`src/hw/rtl/epoch_seconds_to_calendar_macros.svh`:
```
// Assertion macros shared by the calendar conversion RTL.
// Included by modules that carry concurrent checks; no other dependencies.
`ifndef EPOCH_SECONDS_TO_CALENDAR_MACROS_SVH
`define EPOCH_SECONDS_TO_CALENDAR_MACROS_SVH

// Check that is disabled while reset is high.
`define ESC_ASSERT(label, clk, rst, prop, msg) \
  label: assert property (@(posedge clk) disable iff (rst) prop) else $error(msg);

// Check that also holds during reset.
`define ESC_ASSERT_ALWAYS(label, clk, prop, msg) \
  label: assert property (@(posedge clk) prop) else $error(msg);

`endif

```
`src/hw/rtl/esc_pkg.sv`:
```
// Shared types and constants for the epoch-seconds to calendar converter.
// No dependencies; imported by every module of the block.
`timescale 1ns / 1ps
package esc_pkg;

  localparam int unsigned InWidth = 35;

  // Accepted span: 1900-01-01 00:00:00 through 2399-12-31 23:59:59.
  localparam logic signed [InWidth-1:0] SpanLow  = -35'sd2208988800;
  localparam logic signed [InWidth-1:0] SpanHigh = 35'sd13569465599;

  typedef struct packed {
    logic [5:0] second;
    logic [5:0] minute;
    logic [4:0] hour;
    logic [2:0] weekday;
  } clock_fields_t;

  typedef struct packed {
    logic [4:0] day_of_month;
    logic [3:0] month_index;
    logic [8:0] years_since_1900;
    logic [8:0] day_of_year;
  } date_fields_t;

endpackage

```
`src/hw/rtl/esc_time_unit.sv`:
```
// Time-of-day and weekday pipeline: splits the seconds within a day into
// hour, minute and second, and the day count into a weekday. Uses esc_pkg.
`timescale 1ns / 1ps
module esc_time_unit
  import esc_pkg::*;
(
  input  logic          clk,
  input  logic [17:0]   days,
  input  logic [16:0]   rem,
  output clock_fields_t fields
);

  // Stage 1: reciprocal products for rem / 3600 and (days + 1) / 7.
  logic [26:0] ph;
  logic [36:0] pw;
  logic [16:0] rem1;
  logic [17:0] dp1;

  // Stage 2: hour, seconds within the hour, weekday.
  logic [4:0]  hour2;
  logic [11:0] r2;
  logic [2:0]  wday2;

  // Stage 3: reciprocal product for minutes.
  logic [20:0] pmin;
  logic [11:0] r3;
  logic [4:0]  hour3;
  logic [2:0]  wday3;

  // Stage 4 and alignment delay to match the date pipeline.
  clock_fields_t dly [5];

  logic [17:0] dp1_sum;
  logic [4:0]  hour_q;
  logic [15:0] week_q;
  logic [5:0]  minute_q;

  assign dp1_sum  = days + 18'd1;
  assign hour_q   = ph[25:21];
  assign week_q   = pw[36:21];
  assign minute_q = pmin[19:14];

  always_ff @(posedge clk) begin
    ph   <= 27'(rem[16:4]) * 27'd9321;
    pw   <= 37'(dp1_sum) * 37'd299594;
    rem1 <= rem;
    dp1  <= dp1_sum;

    hour2 <= hour_q;
    r2    <= 12'(rem1 - 17'(hour_q) * 17'd3600);
    wday2 <= 3'(dp1 - 18'(week_q) * 18'd7);

    pmin  <= 21'(r2[11:2]) * 21'd1093;
    r3    <= r2;
    hour3 <= hour2;
    wday3 <= wday2;

    dly[0].second  <= 6'(r3 - 12'(minute_q) * 12'd60);
    dly[0].minute  <= minute_q;
    dly[0].hour    <= hour3;
    dly[0].weekday <= wday3;
    dly[1] <= dly[0];
    dly[2] <= dly[1];
    dly[3] <= dly[2];
    dly[4] <= dly[3];
  end

  assign fields = dly[4];

endmodule

```
`src/hw/rtl/esc_date_unit.sv`:
```
// Calendar date pipeline: turns a day count since 1900-01-01 into year,
// month, day of month and day of year over eight stages. Uses esc_pkg.
`timescale 1ns / 1ps
module esc_date_unit
  import esc_pkg::*;
(
  input  logic         clk,
  input  logic [17:0]  days,
  output date_fields_t fields
);

  // First day of each month in a year that starts on March 1.
  localparam logic [8:0] MonthStart [12] = '{
    9'd0, 9'd31, 9'd61, 9'd92, 9'd122, 9'd153,
    9'd184, 9'd214, 9'd245, 9'd275, 9'd306, 9'd337
  };

  // Era 1 starts on 2000-03-01, era 0 on 1600-03-01.
  logic        era1, era2, era3, era4, era5, era6, era7;
  logic [17:0] doe1, doe2, doe3, doe4, doe5;
  logic [6:0]  qa2;
  logic [2:0]  qb2;
  logic        qc2;
  logic [17:0] yn3;
  logic [8:0]  yoe4, yoe5, yoe6, yoe7;
  logic [16:0] y365;
  logic [1:0]  q100;
  logic [8:0]  doy6, doy7;
  logic        leap6, leap7;
  logic [3:0]  mp7;
  date_fields_t out_q;

  logic [36:0] py;
  logic [15:0] dq;
  logic [32:0] pa, pb;
  logic [17:0] ym;
  logic [22:0] pm;
  logic [8:0]  year_adj;

  assign dq = doe1[17:2];
  assign pa = 33'(dq) * 33'd91930;
  assign pb = 33'(dq) * 33'd117594;
  assign py = 37'(yn3) * 37'd367720;
  assign ym = 18'(yoe4) * 18'd656;
  assign pm = 23'(11'(doy6) * 11'd5 + 11'd2) * 23'd3427;

  always_comb begin
    year_adj = 9'(10'(yoe7) + (era7 ? 10'd400 : 10'd0)
               + ((mp7 >= 4'd10) ? 10'd1 : 10'd0) - 10'd300);
  end

  always_ff @(posedge clk) begin
    era1 <= (days >= 18'd36584);
    doe1 <= (days >= 18'd36584) ? days - 18'd36584 : days + 18'd109513;

    era2 <= era1;
    doe2 <= doe1;
    qa2  <= pa[31:25];
    qb2  <= pb[32:30];
    qc2  <= (doe1 == 18'd146096);

    era3 <= era2;
    doe3 <= doe2;
    yn3  <= doe2 - 18'(qa2) + 18'(qb2) - 18'(qc2);

    era4 <= era3;
    doe4 <= doe3;
    yoe4 <= py[35:27];

    era5 <= era4;
    doe5 <= doe4;
    yoe5 <= yoe4;
    y365 <= 17'(yoe4) * 17'd365;
    q100 <= ym[17:16];

    era6 <= era5;
    yoe6 <= yoe5;
    doy6 <= 9'(doe5 - 18'(y365) - 18'(yoe5[8:2]) + 18'(q100));
    // Leap when divisible by 4 and not by 100, unless it is the first year of the era.
    leap6 <= (yoe5[1:0] == 2'd0) &&
             ((yoe5 != 9'(q100) * 9'd100) || (yoe5 == 9'd0));

    era7  <= era6;
    yoe7  <= yoe6;
    doy7  <= doy6;
    leap7 <= leap6;
    mp7   <= pm[22:19];

    out_q.day_of_month     <= 5'(doy7 - MonthStart[mp7] + 9'd1);
    out_q.month_index      <= (mp7 < 4'd10) ? mp7 + 4'd2 : mp7 - 4'd10;
    out_q.years_since_1900 <= year_adj;
    out_q.day_of_year      <= (mp7 >= 4'd10) ? doy7 - 9'd306
                              : doy7 + 9'd59 + 9'(leap7);
  end

  assign fields = out_q;

endmodule

```
`src/hw/rtl/epoch_seconds_to_calendar.sv`:
```
// Each start passes through the valid shift register and the done register to the done strobe.
// Throughput: one word per cycle; busy is always low and the pipeline never stalls.
// The depth is set by the constant-reciprocal multiplies of the date path.
// Reset clears the valid pipeline only; results are not held back by the receiver.
// Uses esc_pkg, esc_time_unit, esc_date_unit and the assertion macro header.
`timescale 1ns / 1ps
`include "epoch_seconds_to_calendar_macros.svh"
module epoch_seconds_to_calendar
  import esc_pkg::*;
(
  input  logic                      clk,
  input  logic                      rst,
  input  logic                      start,
  output logic                      busy,
  input  logic signed [InWidth-1:0] epoch_seconds,
  output logic                      done,
  output logic [5:0]                second,
  output logic [5:0]                minute,
  output logic [4:0]                hour,
  output logic [4:0]                day_of_month,
  output logic [3:0]                month_index,
  output logic [8:0]                years_since_1900,
  output logic [2:0]                weekday,
  output logic [8:0]                day_of_year,
  output logic                      out_of_range
);

  localparam int unsigned Depth = 11;

  logic [Depth-1:0] vld_sr;
  logic [Depth-1:0] oor_sr;

  logic [33:0] t_a, t_b;
  logic [54:0] p1_b;
  logic [17:0] days_c;
  logic [16:0] rem_c;

  logic          oor_in;
  logic [35:0]   t_sum;
  logic [17:0]   days_q;
  clock_fields_t clk_f;
  date_fields_t  date_f;
  logic          oor_zeroed;
  logic          fields_legal;

  assign busy   = 1'b0;
  assign oor_in = (epoch_seconds < SpanLow) || (epoch_seconds > SpanHigh);
  assign t_sum  = 36'(signed'(epoch_seconds)) + 36'd2208988800;
  assign days_q = p1_b[54:37];

  always_ff @(posedge clk) begin
    if (rst) begin
      vld_sr <= '0;
      done   <= 1'b0;
    end else begin
      vld_sr <= {vld_sr[Depth-2:0], start};
      done   <= vld_sr[Depth-1];
    end
  end

  always_ff @(posedge clk) begin
    oor_sr <= {oor_sr[Depth-2:0], oor_in};
    t_a    <= t_sum[33:0];
    // Seconds divided by 86400 as (t >> 7) / 675 through a reciprocal.
    p1_b   <= 55'(t_a[33:7]) * 55'd203613265;
    t_b    <= t_a;
    days_c <= days_q;
    rem_c  <= 17'(t_b - 34'(days_q) * 34'd86400);

    if (oor_sr[Depth-1]) begin
      second           <= '0;
      minute           <= '0;
      hour             <= '0;
      weekday          <= '0;
      day_of_month     <= '0;
      month_index      <= '0;
      years_since_1900 <= '0;
      day_of_year      <= '0;
    end else begin
      second           <= clk_f.second;
      minute           <= clk_f.minute;
      hour             <= clk_f.hour;
      weekday          <= clk_f.weekday;
      day_of_month     <= date_f.day_of_month;
      month_index      <= date_f.month_index;
      years_since_1900 <= date_f.years_since_1900;
      day_of_year      <= date_f.day_of_year;
    end
    out_of_range <= oor_sr[Depth-1];
  end

  esc_time_unit u_time (
    .clk    (clk),
    .days   (days_c),
    .rem    (rem_c),
    .fields (clk_f)
  );

  esc_date_unit u_date (
    .clk    (clk),
    .days   (days_c),
    .fields (date_f)
  );

  assign oor_zeroed = (second == 6'd0) && (hour == 5'd0) && (day_of_month == 5'd0) &&
                      (years_since_1900 == 9'd0);
  assign fields_legal = (second < 6'd60) && (minute < 6'd60) && (hour < 5'd24) &&
                        (day_of_month != 5'd0) && (month_index < 4'd12) &&
                        (weekday < 3'd7) && (day_of_year < 9'd366);

  `ESC_ASSERT(a_latency, clk, rst, start |-> ##12 done, "word did not emerge after 12 cycles")
  `ESC_ASSERT(a_no_spurious, clk, rst, !start |-> ##12 !done, "done without a started word")
  `ESC_ASSERT(a_oor_zero, clk, rst, done && out_of_range |-> oor_zeroed, "result not zeroed")
  `ESC_ASSERT(a_fields_ok, clk, rst, done && !out_of_range |-> fields_legal, "field out of range")
  `ESC_ASSERT_ALWAYS(a_never_busy, clk, !busy, "busy raised")

endmodule
```
`config.mk`:
```
export PLATFORM = sky130hd
export DESIGN_NAME = epoch_seconds_to_calendar
export DESIGN_NICKNAME = d
export VERILOG_FILES = /design/src/hw/rtl/esc_pkg.sv /design/src/hw/rtl/esc_time_unit.sv /design/src/hw/rtl/esc_date_unit.sv /design/src/hw/rtl/epoch_seconds_to_calendar.sv
export VERILOG_INCLUDE_DIRS = /design/src /design/src/hw/rtl
export SDC_FILE = /design/constraint.sdc
export NUM_CORES = 2
export LEC_CHECK = 0
export BUFFER_PORTS_ARGS = -buffer_cell sky130_fd_sc_hd__buf_2
export CORE_MARGIN = 1
export CORE_UTILIZATION = 65
export CTS_CLUSTER_SIZE = 24
export DETAILED_ROUTE_END_ITERATION = 16
export HOLD_SLACK_MARGIN = 0.06
export PLACE_DENSITY = 0.91
export SYNTH_ARGS = -nofsm -noshare
export SYNTH_HDL_FRONTEND = slang
export SYNTH_SLANG_ARGS = --single-unit
export TNS_END_PERCENT = 100
```
`constraint.sdc`:
```
create_clock -name clk -period 7.2 [get_ports clk]
set_input_delay 0.72 -clock clk [delete_from_list [all_inputs] [get_ports clk]]
set_output_delay 0.72 -clock clk [all_outputs]
set_load 0.01 [all_outputs]
```
==> summary.txt <==
Global route
  – GR Layer Usage met2: 52.8%
  – Busiest grt layer: met2
  – Largest net degree at the start of global routing: 49
  – All-Layer GR Usage: 29.5%
  – First-pass GRT wire length: 181 mm
  – Vias in the first global route: 36.2k
  – Initial antenna violation count: 0
  – GRT overflow: 0
  – Met3 Use GR: 4.56%
  – M1 GR Usage: 34.5%

Clock tree
  – CTS max path bufs: 3
  – CTS tree: done
  – Clock Latency Late Sink: 0.66 ns
  – Hold_buf cts: 0
  – # clock sinks: 533
  – Resize count post-CTS: 0
  – # Post-CTS Setup Buffers: 0
  – Root buffer cell: clkbuf_16
  – CTS Buf Count: 54
  – Clock transition at path regs: 0.08 ns
  – CTS HTree Levels: 2

Floorplan
  – Die area: 0.0770 mm2
  – Die height: 278 um
  – Core area: 0.0748 mm2
  – Die X: 278 um
  – I/O Pins: 88
  – Initial core utilization: 66.0%
  – # rows: 100

Hold path
  – Hold Path Class: primary input to flip-flop
  – HP Start: epoch_seconds[0]

Placed design
  – Port Buffers: 86
  – Final HPWL DP: 88.0 mm
  – Final GP Congestion: 0.965

Run status
  – Status: finished clean

Logic synthesis
  – Synth Instances: 4564
  – Sequential area share after synthesis: 21.6%
  – Synth cell types: 73
  – Top_reg_cell synth: dfxtp_1
  – FF+latch count, synth: 533
  – YS warnings: 0
  – Mapped Area: 0.0493 mm2
  – Net count after synthesis: 6410
  – Avg Cell Area, Syn: 10.8 um2
  – Async SR Flop Fraction: 0%
  – EDFF count, synth: 0

Timing
  – RSZ-0062 raised after global routing: false
  – Max Freq: 0.148 GHz
  – Setup TNS Final: 0 ns
  – Period minus WS final: 6.77 ns
  – Slew margin rel.: 38.0%
  – Tcrit/Tclk final: 94.1%
  – Pins Over Slew Limit: 0
  – Worst hold margin: 0.189 ns
  – Clock Skews: 0.0886 ns
  – Final hold violation count: 0
  – # setup viols final: 0
  – Slew of the pin with the lowest slew margin: 0.930 ns

Drt
  – DR iter-0 viols: 1753
  – WL final: 109 mm
  – # DRC: 0
  – Vias per Instance: 5.60
  – Via Count: 32.1k
  – Drt wl/cell: 19.1 um
  – ANT nets after route: 0
  – DRT Pass-1 Iters: 6

Worst setup path
  – Critical path arrival: 7.34 ns
  – CP Launch Point: u_date.doy6[1]
  – Worst r2r src: u_date.doy6[1]
  – Req. time, crit path: 7.77 ns
  – Crit Path Max Fanout: 6
  – Reg2Reg Setup Slack: 0.43 ns
  – Crit end category: flip-flop
  – Critical Path Start Type: flip-flop
  – WS Path Type: flip-flop to flip-flop

Finish
  – Share of layout cells above drive strength 1: 4.81%
  – Nets: 6561
  – Area Growth Syn to Fin: 7.74%

Run
  – Max Cap Viol: 0
[state kept, by name, summed over array words and instances (netlist names), 17 cells and up]
signal         count
u_date.doe1       18
u_date.yn3        18
u_date.fields     27
t_a               34
p1_b              22
days_c            18
u_time.dly       100
rem_c             17
u_date.doe2       18
[path summary, 6_finish.rpt]
| kind | endpoint | cells past startpoint |
|---|---|---|
| setup / recovery | u_date.mp7[3] | 25 |
| hold / removal | t_a[0] | 1 |
| setup reg to reg | u_date.mp7[3] | 25 |
| hold reg to reg | u_time.dly[3][11] | 0 |
[through the flow]
step	setup WS [ns]	util (%)	area [um2]	cells
global placement	0.617	68.4	51100	5628
CTS	0.439	71.1	53200	5729
detailed placement	0.430	68.4	51100	5628
global route	0.0517	71.1	53200	5729
floorplan	0.915	-	49300	4564
finish	0.426	71.1	53200	5730
[cells by family (layout without fill, tap and decap cells)]
| family | Yosys count | count (layout) | synth area share [%] |
|---|---|---|---|
| xor gates and xnor gates | 244 | 244 | 4.33 |
| muxes | 8 | 8 | 0.162 |
| DFF | 533 | 533 | 21.6 |
| and+or+nand+nor | 398 | 398 | 4.11 |
| adders and majority gates | 1808 | 1808 | 55.4 |
| buffers and inverters | 1175 | 1371 | 8.95 |
| AOI/OAI and AO/OA | 397 | 397 | 5.39 |
| other | 1 | 2 | 0.00760 |
[worst max-delay path, stage by stage (launching register included)]
cell and delay, ns:
dfxtp_1 0.46, ha_1 0.29, ha_1 0.34, o211a_1 0.16, o21a_1 0.21, o21a_1 0.21, o21a_1 0.19, o21ai_0 0.21
a21boi_0 0.19, o21a_1 0.22, nor2_1 0.18, xnor2_1 0.31, ha_1 0.34, fa_1 0.49, inv_1 0.06, fa_1 0.50
fa_1 0.54, inv_1 0.04, ha_1 0.28, ha_1 0.31, a21oi_1 0.17, nand2_1 0.09, o41a_1 0.36, a211o_1 0.30
a21oi_1 0.18, xnor2_1 0.14
[synthesized netlist by cell type (4+ instances only)]
cell type	instances	area share (%)
and3_1	11	0.14
fa_1	630	26
clkbuf_1	20	0.15
dfxtp_1	533	22
nand2_1	83	0.63
or3_1	6	0.076
and2_1	4	0.051
nor4_1	7	0.089
o21ai_0	63	0.64
nand2b_1	17	0.22
o311ai_0	4	0.071
nor2_1	84	0.64
nor2b_1	77	0.98
xor2_1	73	1.3
nand3_1	35	0.35
a21o_1	55	0.84
a221o_1	5	0.10
o21a_1	30	0.46
o31a_1	4	0.071
or2_2	4	0.051
mux2i_1	8	0.16
o41ai_1	4	0.071
o21bai_1	15	0.23
inv_1	1151	8.8
ha_1	1178	30
a211o_1	6	0.11
a211oi_1	7	0.11
a21boi_0	7	0.11
o211ai_1	6	0.091
a41o_1	5	0.10
nor3_1	33	0.33
o31ai_1	6	0.091
nand4_1	20	0.25
a31oi_1	17	0.22
a21oi_1	118	1.2
a311oi_1	4	0.071
xnor2_1	171	3.0
[area by class of cell]
class	instances	area [um2]
diodes	1	2.50
clock buffers	68	1460
clock inverters	33	558
fillers	4780	21700
inverters	1151	4320
multi-input cells	2856	34300
flip-flops and latches	533	10700
well taps	969	1210
repair buffers	119	678
[layout by cell type (no fill, tap or decap), drive strengths merged, types with 20 or more instances in the layout]
| cell | count |
|---|---|
| inv | 1159 |
| o21a | 30 |
| clkbuf | 68 |
| nand4 | 20 |
| nor2b | 77 |
| ha | 1178 |
| nand2 | 83 |
| xor2 | 73 |
| nor2 | 84 |
| xnor2 | 171 |
| nand3 | 35 |
| o21ai | 64 |
| dfxtp | 533 |
| fa | 630 |
| nor3 | 33 |
| a21oi | 119 |
| buf | 119 |
| a21o | 55 |
[per-layer routing]
metal	up-vias	part of all wire, %
met3	428	5.9
met1	15800	39
met4	0	5.2
li1	14800	-
met5	-	0
met2	1077	50
Power is left out: the tool's default activity adds up to more than one toggle a clock period on the data nets, which glitch-free logic cannot reach.
